===== config.mk =====
export PLATFORM = sky130hd
export DESIGN_NAME = char_class_run_matcher_core
export DESIGN_NICKNAME = d
export VERILOG_FILES = /design/src/rtl/ccrm_pkg.sv /design/src/rtl/ccrm_cfg_regs.sv /design/src/rtl/ccrm_run.sv /design/src/rtl/char_class_run_matcher_core.sv
export SDC_FILE = /design/constraint.sdc
export NUM_CORES = 1
export LEC_CHECK = 0
export ABC_AREA = 1
export BUFFER_PORTS_ARGS = -buffer_cell sky130_fd_sc_hd__buf_2
export CAP_MARGIN = 20
export CORE_MARGIN = 8
export CORE_UTILIZATION = 55
export DETAILED_ROUTE_END_ITERATION = 8
export PLACE_DENSITY = 0.73
export SLEW_MARGIN = 20
export SYNTH_ARGS = -nofsm -noshare
export SYNTH_HDL_FRONTEND = slang
export SYNTH_SLANG_ARGS = --single-unit
export TNS_END_PERCENT = 100

===== constraint.sdc =====
create_clock -name clk -period 4.2 [get_ports clk]
set_input_delay 1.05 -clock clk [delete_from_list [all_inputs] [get_ports clk]]
set_output_delay 1.05 -clock clk [all_outputs]
set_load 0.01 [all_outputs]

===== src/rtl/ccrm_pkg.sv =====
// Shared types, register indexes and helper functions for the character-class run matcher.
// No dependencies; used by every other file of the block.
`timescale 1ns / 1ps
`default_nettype none

package ccrm_pkg;

	localparam int CHAR_W     = 8;
	localparam int LEN_W      = 6;
	localparam int NUM_CLASS  = 11;
	localparam int CFG_ADDR_W = 3;
	localparam int CFG_DATA_W = 64;
	localparam int MAP_W      = 256;

	// largest run an attempt may reach, whatever length_set says
	localparam logic [LEN_W-1:0] MAX_RUN_LENGTH = 6'd63;

	// register indexes of the configuration port
	localparam logic [CFG_ADDR_W-1:0] REG_CHAR_SET_0 = 3'd0;
	localparam logic [CFG_ADDR_W-1:0] REG_CHAR_SET_1 = 3'd1;
	localparam logic [CFG_ADDR_W-1:0] REG_CHAR_SET_2 = 3'd2;
	localparam logic [CFG_ADDR_W-1:0] REG_CHAR_SET_3 = 3'd3;
	localparam logic [CFG_ADDR_W-1:0] REG_CLASS_EN   = 3'd4;
	localparam logic [CFG_ADDR_W-1:0] REG_LENGTH_SET = 3'd5;

	localparam logic [CFG_DATA_W-1:0] LENGTH_SET_RST = 64'd2;

	// ctype class bit positions
	localparam int CT_ALNUM  = 0;
	localparam int CT_ALPHA  = 1;
	localparam int CT_CNTRL  = 2;
	localparam int CT_DIGIT  = 3;
	localparam int CT_GRAPH  = 4;
	localparam int CT_LOWER  = 5;
	localparam int CT_PRINT  = 6;
	localparam int CT_PUNCT  = 7;
	localparam int CT_SPACE  = 8;
	localparam int CT_UPPER  = 9;
	localparam int CT_XDIGIT = 10;

	typedef struct packed {
		logic [MAP_W-1:0]      char_map;
		logic [NUM_CLASS-1:0]  class_en;
		logic [CFG_DATA_W-1:0] length_set;
		logic [LEN_W-1:0]      top_len;   // largest accepted length, capped
	} cfg_t;

	typedef struct packed {
		logic             empty_match;
		logic             prefix_match;
		logic [LEN_W-1:0] prefix_length;
		logic             finished;
	} result_t;

	// C-locale ctype membership; bytes above 127 are in no class
	function automatic logic [NUM_CLASS-1:0] ctype_mask(input logic [CHAR_W-1:0] c);
		logic up;
		logic lo;
		logic dg;
		logic gr;
		logic [NUM_CLASS-1:0] m;
		up = c inside {[8'h41:8'h5A]};
		lo = c inside {[8'h61:8'h7A]};
		dg = c inside {[8'h30:8'h39]};
		gr = c inside {[8'd33:8'd126]};
		m = '0;
		m[CT_ALNUM]  = up | lo | dg;
		m[CT_ALPHA]  = up | lo;
		m[CT_CNTRL]  = (c <= 8'd31) | (c == 8'd127);
		m[CT_DIGIT]  = dg;
		m[CT_GRAPH]  = gr;
		m[CT_LOWER]  = lo;
		m[CT_PRINT]  = c inside {[8'd32:8'd126]};
		m[CT_PUNCT]  = gr & ~(up | lo | dg);
		m[CT_SPACE]  = (c inside {[8'd9:8'd13]}) | (c == 8'd32);
		m[CT_UPPER]  = up;
		m[CT_XDIGIT] = dg | (c inside {[8'h41:8'h46]}) | (c inside {[8'h61:8'h66]});
		return m;
	endfunction

	// highest set bit of the length map, capped at MAX_RUN_LENGTH
	function automatic logic [LEN_W-1:0] top_length(input logic [CFG_DATA_W-1:0] v);
		logic [LEN_W-1:0] t;
		t = '0;
		for (int k = 0; k < CFG_DATA_W; k++) begin
			if (v[k]) begin
				t = LEN_W'(k);
			end
		end
		if (t > MAX_RUN_LENGTH) begin
			t = MAX_RUN_LENGTH;
		end
		return t;
	endfunction

endpackage

`default_nettype wire


===== src/rtl/ccrm_cfg_regs.sv =====
// Configuration register file: character map, class enables, length map.
// Also keeps the precomputed maximum run length. Depends on ccrm_pkg.
`timescale 1ns / 1ps
`default_nettype none

module ccrm_cfg_regs (
	input  wire logic                              clk,
	input  wire logic                              arst_n,
	input  wire logic                              cfg_we,
	input  wire logic [ccrm_pkg::CFG_ADDR_W-1:0]   cfg_addr,
	input  wire logic [ccrm_pkg::CFG_DATA_W-1:0]   cfg_wdata,
	output ccrm_pkg::cfg_t                         cfg
);

	logic [ccrm_pkg::MAP_W-1:0]      char_map_q;
	logic [ccrm_pkg::NUM_CLASS-1:0]  class_en_q;
	logic [ccrm_pkg::CFG_DATA_W-1:0] length_set_q;
	logic [ccrm_pkg::LEN_W-1:0]      top_len_q;

	// top length follows the written value directly, so it is ready with the register
	always_ff @(posedge clk or negedge arst_n) begin
		if (!arst_n) begin
			char_map_q   <= '0;
			class_en_q   <= '0;
			length_set_q <= ccrm_pkg::LENGTH_SET_RST;
			top_len_q    <= ccrm_pkg::top_length(ccrm_pkg::LENGTH_SET_RST);
		end else if (cfg_we) begin
			case (cfg_addr)
				ccrm_pkg::REG_CHAR_SET_0: char_map_q[63:0]    <= cfg_wdata;
				ccrm_pkg::REG_CHAR_SET_1: char_map_q[127:64]  <= cfg_wdata;
				ccrm_pkg::REG_CHAR_SET_2: char_map_q[191:128] <= cfg_wdata;
				ccrm_pkg::REG_CHAR_SET_3: char_map_q[255:192] <= cfg_wdata;
				ccrm_pkg::REG_CLASS_EN:   class_en_q <= cfg_wdata[ccrm_pkg::NUM_CLASS-1:0];
				ccrm_pkg::REG_LENGTH_SET: begin
					length_set_q <= cfg_wdata;
					top_len_q    <= ccrm_pkg::top_length(cfg_wdata);
				end
				default: ;
			endcase
		end
	end

	assign cfg.char_map   = char_map_q;
	assign cfg.class_en   = class_en_q;
	assign cfg.length_set = length_set_q;
	assign cfg.top_len    = top_len_q;

endmodule

`default_nettype wire


===== src/rtl/ccrm_run.sv =====
// Class test and run-length tracking for one character per cycle while step is high.
// Holds run_count and attempt state. Depends on ccrm_pkg.
`timescale 1ns / 1ps
`default_nettype none

module ccrm_run (
	input  wire logic                           clk,
	input  wire logic                           arst_n,
	input  wire logic                           step,       // item leaves the input register
	input  wire logic [ccrm_pkg::CHAR_W-1:0]    char_code,
	input  wire logic                           start_req,
	input  ccrm_pkg::cfg_t                      cfg,
	output ccrm_pkg::result_t                   res,
	output logic                                active       // attempt running
);

	logic [ccrm_pkg::LEN_W-1:0] run_q;
	logic                       active_q;

	logic                       hit;
	logic                       act_eff;
	logic [ccrm_pkg::LEN_W-1:0] cnt;
	logic [ccrm_pkg::LEN_W-1:0] cnt_inc;
	logic [ccrm_pkg::LEN_W-1:0] run_d;
	logic                       active_d;

	assign hit = cfg.char_map[char_code]
		| (|(ccrm_pkg::ctype_mask(char_code) & cfg.class_en));

	always_comb begin
		act_eff  = start_req | active_q;
		cnt      = start_req ? '0 : run_q;
		cnt_inc  = cnt + 1'b1;
		run_d    = run_q;
		active_d = active_q;
		res      = '0;
		res.empty_match = start_req & cfg.length_set[0];
		if (act_eff) begin
			if ((cnt >= cfg.top_len) || !hit) begin
				res.finished = 1'b1;
				active_d     = 1'b0;
				run_d        = '0;
			end else begin
				run_d              = cnt_inc;
				active_d           = 1'b1;
				res.prefix_length  = cnt_inc;
				res.prefix_match   = cfg.length_set[cnt_inc];
				if (cnt_inc >= cfg.top_len) begin
					res.finished = 1'b1;
					active_d     = 1'b0;
				end
			end
		end
	end

	always_ff @(posedge clk or negedge arst_n) begin
		if (!arst_n) begin
			run_q    <= '0;
			active_q <= 1'b0;
		end else if (step) begin
			run_q    <= run_d;
			active_q <= active_d;
		end
	end

	assign active = active_q;

endmodule

`default_nettype wire


===== src/rtl/char_class_run_matcher_core.sv =====
// Top level of the character-class run matcher: stream ports, input and result registers.
// Instantiates ccrm_cfg_regs and ccrm_run; depends on ccrm_pkg.
`timescale 1ns / 1ps
`default_nettype none

// Matches runs of bytes against a character class with a set of accepted
// run lengths, as in [set]{n,m,...}. A byte is in the class if its bit in
// the 256-bit character map is set or it falls in an enabled C-locale ctype
// class. A request with tuser = 1 starts an attempt; it reports whether
// length zero is accepted and tests its own byte as the first of the run.
// Every request gives exactly one result; tlast on the result marks the end
// of the attempt (mismatch, or the run reached the largest accepted length,
// capped at 63). The block takes one request per clock while the result
// side keeps up: a request is held in the input register, the class lookup
// and run counter update happen between that register and the result
// register, which drives the result stream. The maximum length is a priority
// encode of length_set done at configuration write time. Configuration must
// be written only while no request is in flight; the block does not
// enforce this. There is no read-back.
module char_class_run_matcher_core (
	input  wire logic                             clk,
	input  wire logic                             arst_n,
	// configuration write port
	input  wire logic                             cfg_we,
	input  wire logic [ccrm_pkg::CFG_ADDR_W-1:0]  cfg_addr,
	input  wire logic [ccrm_pkg::CFG_DATA_W-1:0]  cfg_wdata,
	// request stream
	input  wire logic                             s_axis_tvalid,
	output logic                                  s_axis_tready,
	input  wire logic [7:0]                       s_axis_tdata,  // [7:0] char_code
	input  wire logic                             s_axis_tuser,  // [0] start_req
	// result stream
	output logic                                  m_axis_tvalid,
	input  wire logic                             m_axis_tready,
	// [0] empty_match, [1] prefix_match, [7:2] prefix_length
	output logic [7:0]                            m_axis_tdata,
	output logic                                  m_axis_tlast   // finished
);

	ccrm_pkg::cfg_t    cfg;
	ccrm_pkg::result_t run_res;
	ccrm_pkg::result_t res_q;

	logic                          valid_s1;
	logic [ccrm_pkg::CHAR_W-1:0]   char_s1;
	logic                          start_s1;
	logic                          out_valid_q;
	logic                          advance;
	logic                          in_acc;
	logic                          run_active;

	// item moves from the input register into the result register
	assign advance       = valid_s1 && (!out_valid_q || m_axis_tready);
	assign s_axis_tready = !valid_s1 || advance;
	assign in_acc        = s_axis_tvalid && s_axis_tready;

	ccrm_cfg_regs u_cfg (
		.clk      (clk),
		.arst_n   (arst_n),
		.cfg_we   (cfg_we),
		.cfg_addr (cfg_addr),
		.cfg_wdata(cfg_wdata),
		.cfg      (cfg)
	);

	ccrm_run u_run (
		.clk      (clk),
		.arst_n   (arst_n),
		.step     (advance),
		.char_code(char_s1),
		.start_req(start_s1),
		.cfg      (cfg),
		.res      (run_res),
		.active   (run_active)
	);

	// input register
	always_ff @(posedge clk or negedge arst_n) begin
		if (!arst_n) begin
			valid_s1 <= 1'b0;
		end else if (in_acc) begin
			valid_s1 <= 1'b1;
		end else if (advance) begin
			valid_s1 <= 1'b0;
		end
	end

	always_ff @(posedge clk) begin
		if (in_acc) begin
			char_s1  <= s_axis_tdata;
			start_s1 <= s_axis_tuser;
		end
	end

	// result register
	always_ff @(posedge clk or negedge arst_n) begin
		if (!arst_n) begin
			out_valid_q <= 1'b0;
		end else if (advance) begin
			out_valid_q <= 1'b1;
		end else if (m_axis_tready) begin
			out_valid_q <= 1'b0;
		end
	end

	always_ff @(posedge clk) begin
		if (advance) begin
			res_q <= run_res;
		end
	end

	assign m_axis_tvalid = out_valid_q;
	assign m_axis_tdata  = {res_q.prefix_length, res_q.prefix_match, res_q.empty_match};
	assign m_axis_tlast  = res_q.finished;

	// an attempt that ends leaves no run behind
	assert property (@(posedge clk) disable iff (!arst_n)
		advance && run_res.finished |=> !run_active)
		else $error("attempt still active after finish");

	// a stalled item stays in the input register
	assert property (@(posedge clk) disable iff (!arst_n)
		valid_s1 && !advance |=> valid_s1 && $stable(char_s1) && $stable(start_s1))
		else $error("input register lost a stalled request");

	// an accepted length always comes with a nonzero run
	assert property (@(posedge clk) disable iff (!arst_n)
		out_valid_q && res_q.prefix_match |-> res_q.prefix_length != '0)
		else $error("prefix match with zero length");

endmodule

`default_nettype wire

* Yosys cells after proc, flatten, opt, wreduce, memory -nomap -nowiden
Index checks and enable logic that the tools add are counted.
** Word-level totals
- Output and inout port bits :: 11
- Flip-flop bits (word level) :: 364
- Bits of input ports :: 81
- Logic and storage cells :: 165
** Cells by class
- Reductions and logical operators :: 28
- Bitwise logic cells :: 13
- Order comparisons :: 19
- Multiplexer cells :: 80
- Eq/ne operators :: 7
- Add/subtract/negate cells :: 1
** Operators with widths (number)
- 6-bit two-way mux :: 37
- 5-bit two-way mux :: 16
- 8-bit by 7-bit less-or-equal comparator with 1-bit output, second input constant :: 5
- 4-bit two-way mux :: 8
- 8-bit by 6-bit >= comparator with 1-bit output, second input constant :: 3
- 8-bit by 7-bit >= comparator with 1-bit output, second input constant :: 2
- 2-bit AND reduction :: 7
- 6-bit >= comparator :: 2
- 3-bit two-way mux :: 4
- 11-bit bitwise AND :: 1
- 1-bit two-way mux :: 11
- 11-bit OR reduction :: 1
- 1-bit logical AND :: 10
- 8-bit by 9-bit < comparator with 1-bit output, second input constant :: 1
- 1-bit binary-select mux with 8-bit select :: 1
- 8-bit by 6-bit == test with 1-bit output, second input constant :: 1
- 8-bit by 7-bit == test with 1-bit output, second input constant :: 1
- 8-bit by 4-bit >= comparator with 1-bit output, second input constant :: 1
- 8-bit by 4-bit less-or-equal comparator with 1-bit output, second input constant :: 1
- 8-bit by 5-bit less-or-equal comparator with 1-bit output, second input constant :: 1
- 8-bit by 6-bit less-or-equal comparator with 1-bit output, second input constant :: 1
- 1-bit OR :: 8
- 6-bit by 7-bit < comparator with 1-bit output, second input constant :: 1
- 6-bit by 1-bit adder with 6-bit output, second input constant :: 1
- other kinds (13) :: 23

* Longest topological paths before layout
Gate-level depths: netlist of run 1.
- Depth in word-level cells :: 67
- Gate-level depth with buffers :: 63
- Depth with buffers taken out :: 63

* By module
From an unflattened synthesis of run 1, not the netlist that was laid out.
** Unflattened totals
- Cell total of the unflattened synthesis :: 2332
- Area, all modules :: 18082.3 µm²
** By module, submodules not included
- ccrm_cfg_regs :: cells an instance 1311, seq. area each 8435.6 µm², instances 1, area each 12887.4 µm²
- ccrm_run :: cells an instance 991, seq. area each 175.2 µm², instances 1, area each 4559.4 µm²
- char_class_run_matcher_core :: cells an instance 30, seq. area each 590.6 µm², instances 1, area each 635.6 µm²

* Least setup slack after synthesis of run 1
No wires, ideal clock.
- Path kind :: in2reg
- Start :: in cfg_wdata[2] in the netlist's numbering
- End :: reg u_cfg.top_len_q[0] in the netlist's numbering
- Required time :: 4132 ps
- Stages on the path :: 63
- Slack :: 331 ps
- Arrival :: 3801 ps
- Path buffers :: 0
- Setup time :: 68 ps
- Cells stage by stage :: inv_2 nand2_2 nand2_1 nand2_1 nand2_1 nand2_1 nand2_1 nand2_1 nand2_1 nand2_1 nand2_1 nand2_1 nand2_1 nand2_1 nand2_1 nand2_1 nand2_1 nand2_1 [27 not listed] nand2_1 nand2_1 nand2_1 nand2_1 nand2_1 nand2_1 nand2_1 nand2_1 nand2_1 nand2_1 nand2_1 nand2_1 nand2_1 nand2_1 nand2_1 nand2_1 nand2_1 a21oi_2
** Between the ends
- Cells in the longest elaborated chain, start to end :: 66
** RTL lines
- start: declaration :: line char_class_run_matcher_core.sv:26 : input wire logic [ccrm_pkg::CFG_DATA_W-1:0] cfg_wdata,
- 2-bit two-way mux (*) (2 in a row) :: line ccrm_pkg.sv:86 : if (v[k]) begin
- 3-bit two-way mux (*) (4 in a row) :: line ccrm_pkg.sv:86
- 4-bit two-way mux (*) (8 in a row) :: line ccrm_pkg.sv:86
- 5-bit two-way mux (*) (16 in a row) :: line ccrm_pkg.sv:86
- 6-bit two-way mux (*) (32 in a row) :: line ccrm_pkg.sv:86
- 6-bit two-way mux (*) :: line ccrm_cfg_regs.sv:28 : case (cfg_addr)
- 6-bit two-way mux (*) :: line ccrm_cfg_regs.sv:27 : end else if (cfg_we) begin
- 6-bit > comparator :: line ccrm_pkg.sv:90 : if (t > MAX_RUN_LENGTH) begin
- 6-bit two-way mux (*) :: line ccrm_pkg.sv:90
- end signal: assignment :: line ccrm_cfg_regs.sv:26 : top_len_q <= ccrm_pkg::top_length(ccrm_pkg::LENGTH_SET_RST);
- end signal: assignment :: line ccrm_cfg_regs.sv:36 : top_len_q <= ccrm_pkg::top_length(cfg_wdata);
- end: declaration :: line ccrm_cfg_regs.sv:18 : logic [ccrm_pkg::LEN_W-1:0] top_len_q;
Mark *: on every way between the ends. The rest lies on a longest branch, timed or not. The select of a mux whose other input is x is not followed.
A chain may end at the register's enable or synchronous reset.

* Worst setup path in the final report of run 1
Same ends and word-level chain as after synthesis.

==> results.txt, run 1 <==
n_diodes -> 0
Post-Synthesis Cells -> 1,979
Post-synth EDFFs -> 18
status -> completed
Slew HR -> 41.8%
DRC -> 0
pin count of the biggest net entering global routing -> 129
All-Layer GR Usage -> 27.3%
Tot Pwr -> 10,000 µW
Final Non-Filler Cells -> 2,466
Final Worst Setup Slack -> 92.3 ps
fmax -> 0.243 GHz
CP arrival -> 4570 ps
top cell type's share of synthesized area -> 50.6%
area delta synth->final -> 14.2%
Final Max Slew Viols -> 0
Post-CTS Hold Buffers -> 0
total gr overflow -> 0
HPWL after detailed placement -> 33,400 µm
most common cell in the netlist -> nand2_1
startpoint types -> primary input
CP max stage delay -> 130 ps
Die X -> 192 µm
Boundary Pins -> 92
Net Count, Synth -> 2,073
Placer Congestion -> 0.924
post-synth design cell area -> 17,000 µm²
chip height -> 192 µm
Final Hold Vio Count -> 0
Final Cell Area -> 19,400 µm²
initial antenna violation count -> 0
clk buf depth -> 3
Netlist cell types -> 47
row cnt -> 64
worst-path fanout max -> 2
RSZ-0062 raised after global routing -> true
TritonCTS clock tree -> built
register area share after synthesis -> 54.1%
WS Path Type -> primary input to register
Post-CTS Repair Setup Buffers -> 0
Post-synth top cells -> nand2_1, o21ai_0, dfrtp_1
Via density -> 5.92
CP delay by family, top -> simple AND/OR/NAND/NOR gates
Lkg Pwr -> 0.00928 µW
Worst Setup End Kind -> register
via count -> 14,600
Peak supply drop -> 0.000347 V
Critical Path RT -> 4660 ps
Post-Route WL -> 49,400 µm
Hold WC Path Type -> register to register
ratio of cells with drive above 1 in the final layout -> 13.3%
total CTS buffers -> 39
Tmin final -> 4110 ps
Net count, final -> 2,134
core area -> 30,500 µm²
Avg Inst Size Synth -> 8.59 µm²
post-cts repair resize count -> 0
Async SR Flop Fraction -> 95.1%
Skew-Pair Late Insertion Delay -> 540 ps
H-tree depth -> 2
root buffer cell -> clkbuf_16
clock-pin slew on the worst setup and hold paths -> 60 ps
clk sinks -> 364
first-pass GRT wire length -> 79,900 µm
top post-synthesis cells by area -> dfrtp_1, nand2_1, o21ai_0
Setup violations, final -> 0
Post-DP Area -> 18,000 µm²
Warnings, synthesis -> 0
ys flop type -> dfrtp_1
WL/cell -> 20.0 µm
first drt pass iteration count -> 6
clk_skew -> 24.8 ps
most used cell, CP -> nand2_1
I/O Buffers -> 91
vias in the first global route -> 14,200
biggest area consumer among synthesized cells -> dfrtp_1
Place WS -> -350 ps
post-route ant nets -> 0
Initial DRC Count -> 1,646
Starting Density -> 55.7%
sum of buffers and inverters on the critical path -> 2
die area -> 36,800 µm²
Synth Register Bits -> 364
Slew @ Worst Pin -> 865 ps
pwr/cell area -> 516 nW/µm²
Final Cycle Share -> 97.8%
max-cap violation count -> 0
DP Cell Count -> 2,395
slowest cell on the critical path -> a21oi_2
[placed cells by master (no fill, tap or decap), types with 17 or more instances in the layout]
| cell | n |
|---|---|
| buf_2 | 89 |
| buf_4 | 39 |
| o21ai_0 | 355 |
| nand2_1 | 606 |
| a21oi_1 | 24 |
| nor2_1 | 81 |
| o21ai_1 | 21 |
| dfrtp_1 | 344 |
| clkinv_2 | 17 |
| o221ai_1 | 73 |
| edfxtp_1 | 18 |
| nand3_1 | 109 |
| inv_1 | 70 |
| clkbuf_16 | 43 |
| bufinv_8 | 20 |
[path summary, 6_finish.rpt]
check                                       startpoint  cells after the start                     end  slack [ps]
worst max-delay path                      cfg_wdata[2]                     64      u_cfg.top_len_q[0]          90
worst min-delay path            u_cfg.length_set_q[51]                      2  u_cfg.length_set_q[51]         480
worst max register to register                start_s1                     16          u_run.run_q[4]         470
worst min register to register  u_cfg.length_set_q[51]                      2  u_cfg.length_set_q[51]         480
max in group asynchronous                       arst_n                      2    u_cfg.char_map_q[92]        2670
min in group asynchronous                       arst_n                      1   u_cfg.char_map_q[198]         510
[per-layer routing]
layer  vias up  share of wire, %  track usage (%)
li1       6818                 -                -
met1      7026                42             38.0
met2       647                47             44.1
met3        98               8.5             4.54
met4         0               2.6             7.10
met5         -                 0                0
[power by group]
group | internal (µW) | switching [µW] | total (µW)
clock | 2140 | 1450 | 3590
combinational | 694 | 1200 | 1900
sequential | 4190 | 356 | 4550
total | 7020 | 3000 | 10000
[cell families (layout without fill, tap and decap cells)]
logic type               Yosys count  in the layout  synth area share (%)
AND/OR/NAND/NOR                  821            821                  19.2
adder cells (fa/ha/maj)           13             13                 0.957
XOR/XNOR                           2              2                 0.103
buffers and inverters            248            339                  7.37
flip-flops                       364            364                  54.1
AO/OA/AOI/OAI                    531            531                  18.3
[cell type report]
| cell class | instances | area (µm²) |
|---|---|---|
| multi-input combinational | 1367 | 6600 |
| clock buffer | 57 | 1210 |
| clock inverter | 14 | 151 |
| timing repair buffer | 140 | 960 |
| inverter | 128 | 803 |
| fill | 2546 | 11100 |
| sequential | 364 | 9200 |
| tap | 396 | 495 |
[state kept, by name, indices dropped and copies added, names as in the netlist]
name                flops
u_cfg.char_map_q      256
u_cfg.length_set_q     64
u_cfg.class_en_q       11
char_s1                 8
m_axis_tdata            8
u_cfg.top_len_q         6
u_run.run_q             6
m_axis_tlast            1
m_axis_tvalid           1
start_s1                1
u_run.active            1
valid_s1                1
[stage by stage]
step,hold slack [ps],util [%],TNS (ps)
after floorplan,448,-,0
after global placement,463,59.1,-366
after detailed placement,468,59.1,-350
after CTS,484,63.6,0
after global routing,503,63.6,-466
final,482,63.6,0
[tightest hold or removal path, cell delays in order (launching register included)]
cell	delay (ps)
dfrtp_1	330
nand2_1	50
o21ai_0	60
No activity file was read; power rests on OpenSTA's default activity.
==> run 2: changes to the inputs <==
Settings changed: CORE_UTILIZATION 55 to 30, PLACE_DENSITY 0.73 to not set.
==> run 2 against run 1 <==
Compared with the run above: worst hold slack got worse by 22 ps; clock power decreased by 4%; maximum frequency increased by 0.95%; final cell count increased by 15%; critical path depth unchanged; sequential power about the same; worst setup slack improved by 39 ps; total power decreased by 1.2%.
==> results.txt, run 2 (synthesized netlist as in run 1, its figures left out) <==
status -> completed
fmax -> 0.246 GHz (+0.95%)
Critical Path End -> u_cfg.top_len_q[0]
core area -> 56,200 µm² (+84%)
die area -> 64,600 µm² (+75%)
Hold WC Path Type -> primary input to asynchronous set/reset pin
HPWL after detailed placement -> 36,600 µm (+9.6%)
first drt pass iteration count -> 6 (unchanged)
pwr/cell area -> 498 nW/µm² (-3.5%)
DRC -> 0 (unchanged)
area delta synth->final -> 16.9%
Sw Ratio -> 30.3% (+0.33 points)
power share of the combinational group -> 19.4% (+0.5 points)
Die X -> 254 µm (+32%)
Critical Path RT -> 4680 ps (+20 ps)
Setup violations, final -> 0 (unchanged)
Slew @ Worst Pin -> 981 ps (+116 ps)
All-Layer GR Usage -> 16.3% (-11 points)
Final Max Slew Viols -> 0 (unchanged)
NetSw -> 3000 µW (-0.12%)
initial antenna violation count -> 2 (+2)
max reg flops -> 256 (unchanged)
Final Hold Vio Count -> 0 (unchanged)
R2R depth -> 17 (+1)
row cnt -> 87 (+36%)
pin count of the biggest net entering global routing -> 111 (-14%)
via count -> 14,500 (-0.89%)
startpoint types -> primary input
most common cell after layout, fill and taps aside -> nand2_1
most frequent cells in the layout -> nand2_1, o21ai_0, dfrtp_1
multi-input logic area -> 6600 µm² (about the same)
CP max stage delay -> 130 ps (about the same)
Final Worst Setup Slack -> 131 ps (+38.8 ps)
Tmin final -> 4070 ps (-38.8 ps)
Post-CTS Hold Buffers -> 0 (unchanged)
max-cap violation count -> 0 (unchanged)
flip-flop and latch area -> 9200 µm² (unchanged)
TritonCTS clock tree -> built
first-pass GRT wire length -> 83,200 µm (+4.0%)
root buffer cell -> clkbuf_16
Internal -> 6910 µW (-1.7%)
# fillers -> 5,806 (+130%)
sequential power share -> 45.8% (+0.5 points)
vias in the first global route -> 14,000 (-1.2%)
RSZ-0062 raised after global routing -> true
Net count, final -> 2,144 (+0.47%)
Post-CTS Repair Setup Buffers -> 0 (unchanged)
CP arrival -> 4550 ps (-20 ps)
TNS Setup -> 0 ps (unchanged)
beginning of the worst register-to-register path -> char_s1[0]
Peak supply drop -> 0.000268 V (-23%)
post-cts repair resize count -> 0 (unchanged)
Placer Congestion -> 0.905 (-2.1%)
clock-pin slew on the worst setup and hold paths -> 60 ps (about the same)
Slew HR -> 34.6% (-7.2 points)
chip height -> 254 µm (+32%)
worst-path fanout max -> 2 (unchanged)
WS Path Type -> primary input to register
Final Cycle Share -> 96.9% (-0.92 points)
post-route ant nets -> 0 (unchanged)
biggest regs -> u_cfg.char_map_q (256), u_cfg.length_set_q (64), u_cfg.class_en_q (11)
Worst Setup End Kind -> register
I/O Buffers -> 91 (unchanged)
Post-DP Area -> 18,600 µm² (+3.1%)
Largest Register -> u_cfg.char_map_q
Place WS -> -482 ps (-132 ps)
Final Cell Area -> 19,900 µm² (+2.4%)
total gr overflow -> 0 (unchanged)
Post-Route WL -> 53,100 µm (+7.6%)
most used cell, CP -> nand2_1
clk sinks -> 364 (unchanged)
clk_skew -> 18.5 ps (-6.23 ps)
Lkg Pwr -> 0.00930 µW (+0.21%)
Skew-Pair Late Insertion Delay -> 540 ps (about the same)
Boundary Pins -> 92 (unchanged)
slowest cell on the critical path -> a21oi_2
reg-to-reg slack, setup -> 370 ps (-100 ps)
FF-to-FF End -> u_run.run_q[0]
H-tree depth -> 2 (unchanged)
Critical path origin -> cfg_wdata[2]
clk buf depth -> 3 (unchanged)
total CTS buffers -> 39 (unchanged)
Via density -> 5.10 (-14%)
ratio of cells with drive above 1 in the final layout -> 13.4% (+0.15 points)
Starting Density -> 30.3% (-25 points)
Initial DRC Count -> 1,327 (-19%)
Clock power frac -> 34.8% (-1.0 points)
WL/cell -> 18.8 µm (-6.3%)
[run 2: cell count changes in the layout (fill, tap and decap cells not counted), sizes merged]
| cell | previous run | this run |
|---|---|---|
| buf | 140 | 150 |
| clkbuf | 57 | 60 |
| clkinvlp | 3 | 0 |
| inv | 99 | 96 |
| bufinv | 22 | 21 |
| clkinv | 18 | 19 |
| diode | 0 | 1 |
[run 2: worst min-delay path by stage]
stage	startpoint	to	slack, ps	cells after the start
2_1_floorplan	u_cfg.length_set_q[10]	u_cfg.length_set_q[10]	450	2
6_report	arst_n	u_cfg.length_set_q[7]	460	1
3_5_place_dp	u_cfg.length_set_q[40]	u_cfg.length_set_q[40]	470	2
4_1_cts	u_cfg.length_set_q[8]	u_cfg.length_set_q[8]	480	2
5_1_grt	u_cfg.char_map_q[155]	u_cfg.char_map_q[155]	500	2
3_3_place_gp	u_cfg.length_set_q[24]	u_cfg.length_set_q[24]	460	2
[run 2: worst max-delay path, delay by kind of cell]
kind                   cells  cell delay, ps
AO/OA/AOI/OAI              1             130
buffers and inverters      2             140
AND/OR/NAND/NOR           61            3220
[run 2: per-stage QoR]
step | util [%] | hold WS (ps) | std cells | power, µW
5_1_grt | 35.4 | 496 | 2834 | 10400
3_5_place_dp | 33.1 | 469 | 2765 | 6500
4_1_cts | 35.4 | 484 | 2833 | 9960
6_report | 35.4 | 460 | 2834 | 9910
3_3_place_gp | 33.1 | 461 | 2765 | 6430
2_1_floorplan | - | 448 | 1979 | 5720
[run 2: layout make-up]
cell class,count,share of cell area [%]
antenna,1,0.0126
clock buffer,60,5.97
clock inverter,8,0.403
inverter,128,4.04
multi-input combinational,1367,33.2
sequential,364,46.3
tap,756,4.76
timing repair buffer,150,5.32
[run 2: power by group through the flow]
stage / registers [µW] / clock network, µW / logic (µW)
after global routing: 4620 / 3660 / 2170
after detailed placement: 4590 / 0 / 1910
final: 4540 / 3450 / 1920
after floorplan: 4500 / 0 / 1220
after CTS: 4530 / 3510 / 1920
after global placement: 4560 / 0 / 1870
[run 2: routing by layer]
metal	vias to the layer above	GRT usage, %	share of wire, %	wire length (µm)
met2	473	25.8	46	24400
met1	7055	22.7	45	23900
met3	100	2.64	6.3	3330
met5	-	0	0	0
li1	6831	-	-	-
met4	0	4.98	2.8	1510
